$ cat config.mk
export PLATFORM = sky130hd
export DESIGN_NAME = best_fit_allocator
export DESIGN_NICKNAME = d
export VERILOG_FILES = /design/src/design/bfa_pkg.sv /design/src/design/bfa_ram.sv /design/src/design/bfa_scan.sv /design/src/design/best_fit_allocator.sv
export SDC_FILE = /design/constraint.sdc
export NUM_CORES = 1
export LEC_CHECK = 0
export BUFFER_PORTS_ARGS = -buffer_cell sky130_fd_sc_hd__buf_2
export CAP_MARGIN = 10
export CORE_MARGIN = 5
export CORE_UTILIZATION = 55
export CTS_BUF_LIST = sky130_fd_sc_hd__clkbuf_4
export DETAILED_ROUTE_END_ITERATION = 7
export PLACE_DENSITY = 0.72
export SYNTH_ARGS = -nofsm -noshare
export SYNTH_HDL_FRONTEND = slang
export SYNTH_SLANG_ARGS = --single-unit
$ cat constraint.sdc
create_clock -name clk -period 5.6 [get_ports clk]
set_input_delay 1.12 -clock clk [delete_from_list [all_inputs] [get_ports clk]]
set_output_delay 1.12 -clock clk [all_outputs]
set_load 0.05 [all_outputs]
$ cat src/design/bfa_pkg.sv
// Shared types and status codes for the best-fit allocator.
`timescale 1ns / 1ps

package bfa_pkg;

  localparam int FIELD_W  = 16;
  localparam int STATUS_W = 2;

  localparam logic [STATUS_W-1:0] ST_ADDED = 2'd0;
  localparam logic [STATUS_W-1:0] ST_FULL  = 2'd1;
  localparam logic [STATUS_W-1:0] ST_ALLOC = 2'd2;
  localparam logic [STATUS_W-1:0] ST_NOFIT = 2'd3;

  localparam logic MODE_ADD   = 1'b0;
  localparam logic MODE_ALLOC = 1'b1;

  // Control from the sequencer to the best-fit tracker
  typedef struct packed {
    logic clear;
    logic valid;
  } bfa_scan_ctl_t;

endpackage

$ cat src/design/bfa_ram.sv
// Generic single-write, single-read RAM with a registered read port.
`timescale 1ns / 1ps

module bfa_ram #(
  parameter int WIDTH = 32,
  parameter int DEPTH = 16
) (
  input  logic                     clk,
  input  logic                     we,
  input  logic [$clog2(DEPTH)-1:0] waddr,
  input  logic [WIDTH-1:0]         wdata,
  input  logic                     re,
  input  logic [$clog2(DEPTH)-1:0] raddr,
  output logic [WIDTH-1:0]         rdata
);

  logic [WIDTH-1:0] mem [DEPTH];

  always_ff @(posedge clk) begin
    if (we) begin
      mem[waddr] <= wdata;
    end
    if (re) begin
      rdata <= mem[raddr];
    end
  end

endmodule

$ cat src/design/bfa_scan.sv
// Best-fit tracker: compares one table entry per cycle against the request.
`timescale 1ns / 1ps

module bfa_scan #(
  parameter int AW = 16,
  parameter int IW = 4
) (
  input  logic                   clk,
  input  bfa_pkg::bfa_scan_ctl_t ctl,
  input  logic [IW-1:0]          idx,
  input  logic [AW-1:0]          blk_start,
  input  logic [15:0]            blk_size,
  input  logic [15:0]            req,
  output logic                   found,
  output logic [IW-1:0]          best_idx,
  output logic [15:0]            best_left,
  output logic [AW-1:0]          best_start
);

  import bfa_pkg::*;

  logic              found_r, found_nxt;
  logic [IW-1:0]     best_idx_r, best_idx_nxt;
  logic [FIELD_W-1:0] best_left_r, best_left_nxt;
  logic [AW-1:0]     best_start_r, best_start_nxt;
  logic [FIELD_W-1:0] left;

  assign left = blk_size - req;

  always_comb begin
    found_nxt      = found_r;
    best_idx_nxt   = best_idx_r;
    best_left_nxt  = best_left_r;
    best_start_nxt = best_start_r;
    if (ctl.clear) begin
      found_nxt = 1'b0;
    end else if (ctl.valid && blk_size >= req) begin
      // strict compare keeps the earliest entry on a tie
      if (!found_r || left < best_left_r) begin
        found_nxt      = 1'b1;
        best_idx_nxt   = idx;
        best_left_nxt  = left;
        best_start_nxt = blk_start;
      end
    end
  end

  always_ff @(posedge clk) begin
    found_r      <= found_nxt;
    best_idx_r   <= best_idx_nxt;
    best_left_r  <= best_left_nxt;
    best_start_r <= best_start_nxt;
  end

  assign found      = found_r;
  assign best_idx   = best_idx_r;
  assign best_left  = best_left_r;
  assign best_start = best_start_r;

endmodule

$ cat src/design/best_fit_allocator.sv
// Top level of the best-fit allocator: sequencer, free-block table and result register.
//
//   channel  dir  ports           beat contents
//   in_      in   tvalid/tready   tuser: mode; tdata: block_start, block_size, request_size
//   out_     out  tvalid/tready   tuser: status; tdata: alloc_address
//
// An add passes through S_ADD and S_RESP before out_tvalid rises. An allocate reads one
// entry a cycle through the single table read port, then decides in S_DECIDE; when a
// used-up block is removed, later entries move down one a cycle in S_SHIFT. One item is
// in work at a time; the next beat is taken the cycle after the result is loaded, and a
// result held by out_tready stalls the following one in S_RESP. Reset clears the count,
// sequencer, read-pending flag and output valid only.
`timescale 1ns / 1ps

module best_fit_allocator #(
  parameter int MAX_BLOCKS = 16,
  parameter int ADDR_BITS  = 16
) (
  input  logic        clk,
  input  logic        rst_n,
  input  logic        in_tvalid,
  output logic        in_tready,
  input  logic [47:0] in_tdata,   // block_start[15:0], block_size[31:16], request_size[47:32]
  input  logic        in_tuser,   // mode
  output logic        out_tvalid,
  input  logic        out_tready,
  output logic [15:0] out_tdata,  // alloc_address
  output logic [1:0]  out_tuser   // status
);

  import bfa_pkg::*;

  localparam int AW = ADDR_BITS;
  localparam int IW = $clog2(MAX_BLOCKS);
  localparam int CW = $clog2(MAX_BLOCKS + 1);
  localparam int MW = AW + FIELD_W;
  localparam int SW = (AW > FIELD_W) ? AW : FIELD_W;
  localparam logic [CW-1:0] FULL_CNT = CW'(MAX_BLOCKS);

  typedef enum logic [5:0] {
    S_IDLE   = 6'b000001,
    S_ADD    = 6'b000010,
    S_SCAN   = 6'b000100,
    S_DECIDE = 6'b001000,
    S_SHIFT  = 6'b010000,
    S_RESP   = 6'b100000
  } state_t;

  state_t              state_r, state_nxt;
  logic [CW-1:0]       count_r, count_nxt;
  logic [CW-1:0]       rd_idx_r, rd_idx_nxt;
  logic                rd_pend_r, rd_pend_nxt;
  logic [IW-1:0]       cmp_idx_r, cmp_idx_nxt;
  logic [AW-1:0]       bstart_r, bstart_nxt;
  logic [FIELD_W-1:0]  bsize_r, bsize_nxt;
  logic [FIELD_W-1:0]  req_r, req_nxt;
  logic [STATUS_W-1:0] res_status_r, res_status_nxt;
  logic [FIELD_W-1:0]  res_addr_r, res_addr_nxt;
  logic                out_valid_r, out_valid_nxt;
  logic [STATUS_W-1:0] out_status_r, out_status_nxt;
  logic [FIELD_W-1:0]  out_addr_r, out_addr_nxt;

  logic                mem_we, mem_re;
  logic [IW-1:0]       mem_waddr, mem_raddr;
  logic [MW-1:0]       mem_wdata, mem_rdata;

  bfa_scan_ctl_t       scan_ctl;
  logic                best_found;
  logic [IW-1:0]       best_idx;
  logic [FIELD_W-1:0]  best_left;
  logic [AW-1:0]       best_start;
  logic [SW-1:0]       start_sum;
  logic [SW-1:0]       in_start_ext;
  logic [SW-1:0]       best_start_ext;

  assign in_start_ext   = SW'(in_tdata[15:0]);
  assign best_start_ext = SW'(best_start);
  assign start_sum      = best_start_ext + SW'(req_r);

  bfa_ram #(
    .WIDTH (MW),
    .DEPTH (MAX_BLOCKS)
  ) u_table (
    .clk   (clk),
    .we    (mem_we),
    .waddr (mem_waddr),
    .wdata (mem_wdata),
    .re    (mem_re),
    .raddr (mem_raddr),
    .rdata (mem_rdata)
  );

  bfa_scan #(
    .AW (AW),
    .IW (IW)
  ) u_scan (
    .clk        (clk),
    .ctl        (scan_ctl),
    .idx        (cmp_idx_r),
    .blk_start  (mem_rdata[MW-1:FIELD_W]),
    .blk_size   (mem_rdata[FIELD_W-1:0]),
    .req        (req_r),
    .found      (best_found),
    .best_idx   (best_idx),
    .best_left  (best_left),
    .best_start (best_start)
  );

  assign in_tready = (state_r == S_IDLE);

  always_comb begin
    state_nxt      = state_r;
    count_nxt      = count_r;
    rd_idx_nxt     = rd_idx_r;
    rd_pend_nxt    = rd_pend_r;
    cmp_idx_nxt    = cmp_idx_r;
    bstart_nxt     = bstart_r;
    bsize_nxt      = bsize_r;
    req_nxt        = req_r;
    res_status_nxt = res_status_r;
    res_addr_nxt   = res_addr_r;
    out_valid_nxt  = out_valid_r;
    out_status_nxt = out_status_r;
    out_addr_nxt   = out_addr_r;
    mem_we         = 1'b0;
    mem_waddr      = count_r[IW-1:0];
    mem_wdata      = {bstart_r, bsize_r};
    mem_re         = 1'b0;
    mem_raddr      = rd_idx_r[IW-1:0];
    scan_ctl       = '0;

    if (out_valid_r && out_tready) begin
      out_valid_nxt = 1'b0;
    end

    case (state_r)
      S_IDLE: begin
        if (in_tvalid) begin
          bstart_nxt  = in_start_ext[AW-1:0];
          bsize_nxt   = in_tdata[31:16];
          req_nxt     = in_tdata[47:32];
          rd_idx_nxt  = '0;
          rd_pend_nxt = 1'b0;
          if (in_tuser == MODE_ALLOC) begin
            scan_ctl.clear = 1'b1;
            state_nxt      = S_SCAN;
          end else begin
            state_nxt = S_ADD;
          end
        end
      end
      S_ADD: begin
        res_addr_nxt = '0;
        if (count_r == FULL_CNT) begin
          res_status_nxt = ST_FULL;
        end else begin
          mem_we         = 1'b1;
          count_nxt      = count_r + CW'(1);
          res_status_nxt = ST_ADDED;
        end
        state_nxt = S_RESP;
      end
      S_SCAN: begin
        // issue one read a cycle; the tracker sees each entry in the cycle after its read
        scan_ctl.valid = rd_pend_r;
        if (rd_idx_r < count_r) begin
          mem_re      = 1'b1;
          cmp_idx_nxt = rd_idx_r[IW-1:0];
          rd_idx_nxt  = rd_idx_r + CW'(1);
          rd_pend_nxt = 1'b1;
        end else begin
          rd_pend_nxt = 1'b0;
          if (!rd_pend_r) begin
            state_nxt = S_DECIDE;
          end
        end
      end
      S_DECIDE: begin
        if (!best_found) begin
          res_status_nxt = ST_NOFIT;
          res_addr_nxt   = '0;
          state_nxt      = S_RESP;
        end else begin
          res_status_nxt = ST_ALLOC;
          res_addr_nxt   = best_start_ext[FIELD_W-1:0];
          if (best_left != '0) begin
            mem_we    = 1'b1;
            mem_waddr = best_idx;
            mem_wdata = {start_sum[AW-1:0], best_left};
            state_nxt = S_RESP;
          end else begin
            rd_idx_nxt  = CW'(best_idx) + CW'(1);
            rd_pend_nxt = 1'b0;
            state_nxt   = S_SHIFT;
          end
        end
      end
      S_SHIFT: begin
        // read entry i+1, write it back one place lower on the next cycle
        if (rd_pend_r) begin
          mem_we    = 1'b1;
          mem_waddr = cmp_idx_r - IW'(1);
          mem_wdata = mem_rdata;
        end
        if (rd_idx_r < count_r) begin
          mem_re      = 1'b1;
          cmp_idx_nxt = rd_idx_r[IW-1:0];
          rd_idx_nxt  = rd_idx_r + CW'(1);
          rd_pend_nxt = 1'b1;
        end else begin
          rd_pend_nxt = 1'b0;
          if (!rd_pend_r) begin
            count_nxt = count_r - CW'(1);
            state_nxt = S_RESP;
          end
        end
      end
      S_RESP: begin
        // hold until the result register is free
        if (!out_valid_r || out_tready) begin
          out_valid_nxt  = 1'b1;
          out_status_nxt = res_status_r;
          out_addr_nxt   = res_addr_r;
          state_nxt      = S_IDLE;
        end
      end
      default: begin
        state_nxt = S_IDLE;
      end
    endcase
  end

  always_ff @(posedge clk) begin
    if (!rst_n) begin
      state_r     <= S_IDLE;
      count_r     <= '0;
      rd_pend_r   <= 1'b0;
      out_valid_r <= 1'b0;
    end else begin
      state_r     <= state_nxt;
      count_r     <= count_nxt;
      rd_pend_r   <= rd_pend_nxt;
      out_valid_r <= out_valid_nxt;
    end
  end

  always_ff @(posedge clk) begin
    rd_idx_r     <= rd_idx_nxt;
    cmp_idx_r    <= cmp_idx_nxt;
    bstart_r     <= bstart_nxt;
    bsize_r      <= bsize_nxt;
    req_r        <= req_nxt;
    res_status_r <= res_status_nxt;
    res_addr_r   <= res_addr_nxt;
    out_status_r <= out_status_nxt;
    out_addr_r   <= out_addr_nxt;
  end

  assign out_tvalid = out_valid_r;
  assign out_tuser  = out_status_r;
  assign out_tdata  = out_addr_r;

`ifndef SYNTHESIS
  a_count_bound: assert property (@(posedge clk) disable iff (!rst_n)
    count_r <= FULL_CNT)
    else $error("free count beyond table depth");

  a_shift_nonempty: assert property (@(posedge clk) disable iff (!rst_n)
    (state_r == S_SHIFT) |-> (count_r != '0))
    else $error("gap closing on an empty table");

  a_shift_wr_idx: assert property (@(posedge clk) disable iff (!rst_n)
    (state_r == S_SHIFT && mem_we) |-> (cmp_idx_r != '0))
    else $error("shift write below entry zero");

  a_addr_zero: assert property (@(posedge clk) disable iff (!rst_n)
    (out_valid_r && out_status_r != ST_ALLOC) |-> (out_addr_r == '0))
    else $error("address set on a non-allocate result");

  a_add_count: assert property (@(posedge clk) disable iff (!rst_n)
    (state_r == S_ADD && count_r != FULL_CNT) |=> (count_r == $past(count_r) + CW'(1)))
    else $error("add did not advance the count");
`endif

endmodule

# ---- Yosys cells after proc, flatten, opt, wreduce, memory -nomap -nowiden
# Memories as Yosys holds them, arrays and structs flattened. A register that Yosys moved wholly into a read port is not among the register bits.
# Index checks and enable logic that the tools add are counted.
dict set report totals {
  regBits 143
  ram_bits 512
  in_bits 53
  out_inout_bits 20
  elab_cells 118
  memories 1
}
# memory words width rd rd_clocked_by_memory_dff wr line
set memory_table {}
lappend memory_table {u_table.mem 16 32 1 1 1 bfa_ram.sv:17} ;# logic [WIDTH-1:0] mem [DEPTH];
dict set report op_classes {
  addsub 7
  n_lt_le_gt_ge 3
  eq_ne 17
  n_mux 52
  bitwise 1
  n_reduce_logical 20
}
# cell count
set op_table {}
lappend op_table {{32-bit 2-to-1 mux} 3}
lappend op_table {{32-bit one-hot mux with 2 select lines} 1}
lappend op_table {{6-bit 2-to-1 mux} 8}
lappend op_table {{6-bit one-hot mux with 6 select lines} 1}
lappend op_table {{5-bit 2-to-1 mux} 7}
lappend op_table {{16-bit one-hot mux with 2 select lines} 1}
lappend op_table {{1-bit 2-to-1 mux} 20}
lappend op_table {{16-bit adder} 1}
lappend op_table {{16-bit >= comparator} 1}
lappend op_table {{16-bit < comparator} 1}
lappend op_table {{16-bit 2-to-1 mux} 1}
lappend op_table {{2-bit != test (second input constant)} 8}
lappend op_table {{16-bit nonzero test} 1}
lappend op_table {{16-bit subtractor} 1}
lappend op_table {{5-bit one-hot mux with 3 select lines} 1}
lappend op_table {{4-bit 2-to-1 mux} 3}
lappend op_table {{5-bit by 1-bit adder with 5-bit output (second input constant)} 2}
lappend op_table {{5-bit one-hot mux with 2 select lines} 1}
lappend op_table {{4-bit one-hot mux with 2 select lines} 1}
lappend op_table {{2-bit AND reduction} 4}
lappend op_table {{4-bit AND reduction} 2}
lappend op_table {{6-bit by 1-bit equality test with 1-bit output (second input constant)} 1}
lappend op_table {{6-bit by 2-bit equality test with 1-bit output (second input constant)} 1}
lappend op_table {{6-bit by 3-bit equality test with 1-bit output (second input constant)} 1}
lappend op_table {{other kinds (22)} 28}

# ---- Longest topological paths before layout
dict set report logic_depth {
  word_depth 6
  depth_mapped 15
  ltp_nobuf 15
}

# ---- Hierarchy
# Synthesis repeated with hierarchy kept, for this count alone.
dict set report unflattened {
  cells_unflattened 1529
  hier_area_um2 27931.8
}
# module instances cells_each area_per_inst_um2 seq_area_each_um2
set modules_own_cells {}
lappend modules_own_cells {bfa_ram 1 838 20155.6 16335.7}
lappend modules_own_cells {best_fit_allocator 1 463 5353.9 3052.9}
lappend modules_own_cells {bfa_scan 1 228 2422.3 1101.1}

# ---- Worst setup path before layout
# Ideal clock, no wire load.
dict set report synth_timing {
  path_kind {register to register}
  start {reg u_table.rdata[0], read port of u_table.mem}
  end {reg u_scan.best_idx_r[0], in the netlist u_scan.best_idx[0] (enable)}
  setup_ns 0.441
  t_arrival_ns 4.711
  required_time_ns 5.159
  path_slack_ns 0.447
  stages_incl_launch_ff 16
  n_path_buf 0
  synth_period_minus_slack_ns 5.153
  path_cell_list {edfxtp_1 > inv_1 > ha_1 > inv_1 > fa_1 > a211oi_1 > o21bai_1 > o22a_1 > a2111oi_0 > nor3_1 > xor2_1 > ha_1 > a21o_1 > a21oi_1 > o211ai_1 > a21oi_1}
}
dict set report synth_via {
  elab_chain_cells 4
  elab_cells_between_ends 6
  cone_classes {add/sub (1); order compare (2); reduce/logical (3)}
}
# item line
set synth_rtl {}
lappend synth_rtl {{start, declared} bfa_ram.sv:14} ;# output logic [WIDTH-1:0] rdata
lappend synth_rtl {{16-bit subtractor} bfa_scan.sv:28} ;# assign left = blk_size - req;
lappend synth_rtl {{named net u_scan.left[14]} bfa_scan.sv:26} ;# logic [FIELD_W-1:0] left;
lappend synth_rtl {{16-bit < comparator} bfa_scan.sv:39} ;# if (!found_r || left < best_left_r) begin
lappend synth_rtl {{1-bit logical OR} bfa_scan.sv:39}
lappend synth_rtl {{3-bit AND reduction (no line)} --}
lappend synth_rtl {{end signal, assigned} bfa_scan.sv:50} ;# best_idx_r <= best_idx_nxt;
lappend synth_rtl {{end, declared} bfa_scan.sv:23} ;# logic [IW-1:0] best_idx_r, best_idx_nxt;
# The timed path passes the listed nets, and every way through them passes these cells.
# A chain may end at the register's enable or synchronous reset.

# ---- Final worst setup path
dict set report layout_timing {
  start {reg u_table.rdata[0], read port of u_table.mem}
  end {reg u_scan.best_start_r[7], in the netlist u_scan.best_start[7] (enable)}
}
dict set report layout_via {
  elab_chain_cells 4
  elab_cells_between_ends 6
  cone_classes {add/sub (1); order compare (2); reduce/logical (3)}
}
# item line
set layout_rtl {}
lappend layout_rtl {{16-bit subtractor} bfa_scan.sv:28}
lappend layout_rtl {{named net u_scan.left[14]} bfa_scan.sv:26}
lappend layout_rtl {{16-bit < comparator} bfa_scan.sv:39}
lappend layout_rtl {{1-bit logical OR} bfa_scan.sv:39}
lappend layout_rtl {{3-bit AND reduction (no line)} --}
lappend layout_rtl {{end signal, assigned} bfa_scan.sv:52} ;# best_start_r <= best_start_nxt;
lappend layout_rtl {{end, declared} bfa_scan.sv:25} ;# logic [AW-1:0] best_start_r, best_start_nxt;
# The timed path passes the listed nets, and every way through them passes these cells.

==> flow_metrics.env <==
export IMPL_status="complete, no violations"
export IMPL_ant_nets=0
export IMPL_die_w_um=235.3
export IMPL_critical_path_class="reg -> reg"
export IMPL_tritoncts="yes"
export IMPL_grtUsageTotal_pct=23.86
export IMPL_yosysTopAreaCellShare_pct=72.39
export IMPL_fin_setup_tns_ns=0
export IMPL_fin_area_um2=31720
export IMPL_ys_ff_latch=687
export IMPL_cts_hold_buffers=0
export IMPL_cts_htree_levels=4
export IMPL_ir_drop_mv=0.2456
export IMPL_pin_count=73
export IMPL_clk_path_buf_depth=3
export IMPL_cts_root_buf="clkbuf_4"
export IMPL_syn_nets=1558
export IMPL_grt_pass1_wl_um=97350
export IMPL_grt_overflow=0
export IMPL_r2r_setup_slack_ns=0.93
export IMPL_postCtsResizedCells=0
export IMPL_worstPathMaxFanout=18
export IMPL_worstSetupEndpointType="register"
export IMPL_drt_pass1_iter_count=5
export IMPL_crit_path_end="u_scan.best_start[7]"
export IMPL_layout_min_cycle_time_ns=4.666
export IMPL_dr_total_vias=15110
export IMPL_grt_pass1_vias=15560
export IMPL_startpoint="u_table.rdata[0]"
export IMPL_cts_made_buffers=170
export IMPL_min_path_type="in -> reg"
export IMPL_yosysTopAreaCell="edfxtp_1"
export IMPL_ys_flop_type="edfxtp_1"
export IMPL_dpl_instance_area_um2=29490
export IMPL_grt_max_degree=131
export IMPL_ys_seq_area_share_pct=73.40
export IMPL_grt_setup_unrepaired="false"
export IMPL_syn2layout_area_growth_pct=13.63
export IMPL_power_density_nw_per_um2=366.7
export IMPL_fin_skew_ns=0.08618
export IMPL_drive_gt1_share_pct=32.04
export IMPL_die_area_um2=55360
export IMPL_die_h_um=235.3
export IMPL_synth_distinct_cells=62
export IMPL_core_area_um2=50170
export IMPL_ys_warn_count=0
export IMPL_worstReg2RegEnd="u_scan.best_start[7]"
export IMPL_synth_edf_count=673
export IMPL_fin_nets=1795
export IMPL_async_flop_share_pct=0
export IMPL_required_ns=6.30
export IMPL_post_route_period_util_pct=83.33
export IMPL_core_rowCount=82
export IMPL_syn_area_per_cell_um2=19.29
export IMPL_cts_sinks=687
export IMPL_start_kind="register"
export IMPL_drc=0
export IMPL_clock_latency_ns=1.05
export IMPL_synth_area_um2=27920
export IMPL_routedWlPerCell_um=26.39
export IMPL_gp_congestion=0.9140
export IMPL_rr_worst_depth=16
export IMPL_drt_wl_total_um=65370
export IMPL_worstPathArrival_ns=5.36
export IMPL_fmax_ghz=0.2143
export IMPL_start_util_pct=55.64
export IMPL_vias_per_cell=6.099
export IMPL_drv_cap=0
export IMPL_synth_area_leaders="edfxtp_1 72%, mux4_2 13%, ha_1 2.5%"
export IMPL_path_clk_slew_ns=0.07
export IMPL_max_slew_margin_pct=37.82
export IMPL_port_buffers=72
export IMPL_dp_hpwl_um=37740
export IMPL_syn_inst=1447
export IMPL_post_cts_buffers=0
export IMPL_worstMarginPinSlew_ns=0.9327
export IMPL_drv_slew=0
export IMPL_finalSetupViolations=0
export IMPL_p_leak_nw=10.78
export IMPL_grt_antenna_before_repair=3
export IMPL_drtIter0Drc=1626
export IMPL_final_hold_violation_count=0
export IMPL_r2r_start="u_table.rdata[0]"
==> power breakdown <==
part	leakage [nW]	switching, mW	internal [mW]
Combinational	3.30	0.794	0.671
Sequential	6.18	0.0488	5.83
Clock	1.30	1.94	2.35
Total	10.8	2.78	8.85
==> cell type report <==
type / instances / area, um^2
Clock buffer: 251 / 1884
Multi-Input combinational cell: 650 / 7133
Fill cell: 3465 / 18450
Antenna cell: 7 / 17.52
Timing Repair Buffer: 119 / 813.3
Tap cell: 672 / 840.8
Sequential cell: 687 / 20490
Clock inverter: 35 / 331.6
Inverter: 56 / 210.2
==> Yosys cell counts, drive strengths merged (22+ instances only) <==
master	n
edfxtp	673
a22oi	29
inv	56
and2	22
o21ai	34
a21oi	39
clkbuf	33
nor2	30
nand2	81
ha	55
mux4	160
==> sequential cells by signal, indices dropped and copies added (netlist names) <==
register,flops
u_table.mem,512
u_table.rdata,32
bsize_r,16
bstart_r,16
out_tdata,16
req_r,16
res_addr_r,16
u_scan.best_left,16
u_scan.best_start,16
state_r,6
count_r,5
rd_idx_r,5
cmp_idx_r,4
u_scan.best_idx,4
out_tuser,2
res_status_r,2
out_tvalid,1
rd_pend_r,1
u_scan.found,1
==> stage by stage <==
step	total power, mW	worst slack (ns)	cells	util, %	hold WS (ns)
floorplan	7.035	0.4474	1447	-	0.4003
global placement	7.435	1.151	2184	58.77	0.4017
detailed placement	7.454	1.012	2184	58.77	0.4045
CTS	11.74	0.9549	2470	63.19	0.1329
global route	12.15	0.5058	2477	63.23	0.1439
finish	11.63	0.9335	2477	63.23	0.2439
==> worst min path at each step <==
stage / slack (ns) / end / startpoint / depth (start not counted)
floorplan: 0.40 / out_tdata[0] / res_addr_r[0] / 0
global placement: 0.40 / out_tuser[0] / res_status_r[0] / 0
detailed placement: 0.40 / out_tdata[10] / res_addr_r[10] / 0
CTS: 0.13 / req_r[14] / in_tdata[46] / 1
global route: 0.14 / req_r[10] / in_tdata[42] / 1
finish: 0.24 / req_r[14] / in_tdata[46] / 1
==> cells in the final DEF, fill, tap and decap left out, types with 7 or more instances in the layout <==
cell,synthesis,final
edfxtp_1,673,673
clkbuf_4,0,251
mux4_2,160,160
nand2_1,81,81
buf_2,6,72
inv_1,56,56
ha_1,55,55
buf_4,0,39
a21oi_1,38,37
o21ai_0,33,33
a22oi_1,29,29
clkinv_1,0,22
and2_1,22,21
nor2_1,30,21
xnor2_1,19,19
a21o_1,18,18
xor2_1,14,14
nor3_1,18,14
dfxtp_1,14,14
nand3_1,13,13
nor2_4,0,9
and3_1,8,8
buf_12,0,8
diode_2,0,7
bufinv_16,0,7
==> worst max-delay path: stages, from the launching register on <==
cell and delay, ns:
edfxtp_1 0.39, inv_1 0.08, ha_1 0.14, inv_1 0.07
fa_1 0.43, a211oi_1 0.24, o21bai_1 0.13, o22a_1 0.27
a2111oi_0 0.46, nor3_1 0.13, xor2_1 0.21, ha_1 0.28
a21o_1 0.16, a21oi_1 0.18, o211ai_1 0.16, a21oi_4 0.62
buf_4 0.38
==> kinds of logic (layout without fill, tap and decap cells) <==
logic type               count (synthesis)  after routing  synth area share [%]
AND/OR/NAND/NOR                        217            217                 3.953
multiplexers                           169            169                 13.25
buffers and inverters                  110            461                 1.533
other                                    0              7                     0
XOR/XNOR                                33             33                 1.035
adder cells (fa/ha/maj)                 58             58                 2.680
AO/OA/AOI/OAI                          173            173                 4.150
flip-flops                             687            687                 73.40
==> routing by layer <==
layer  track usage [%]  share of wire, %  wire [um]
met5                 0                 0          0
met4             7.442               2.3       1509
met3             7.943                10       6524
met2             35.79                47      30870
met1             33.94                40      26470
No activity file was read; power rests on OpenSTA's default activity.
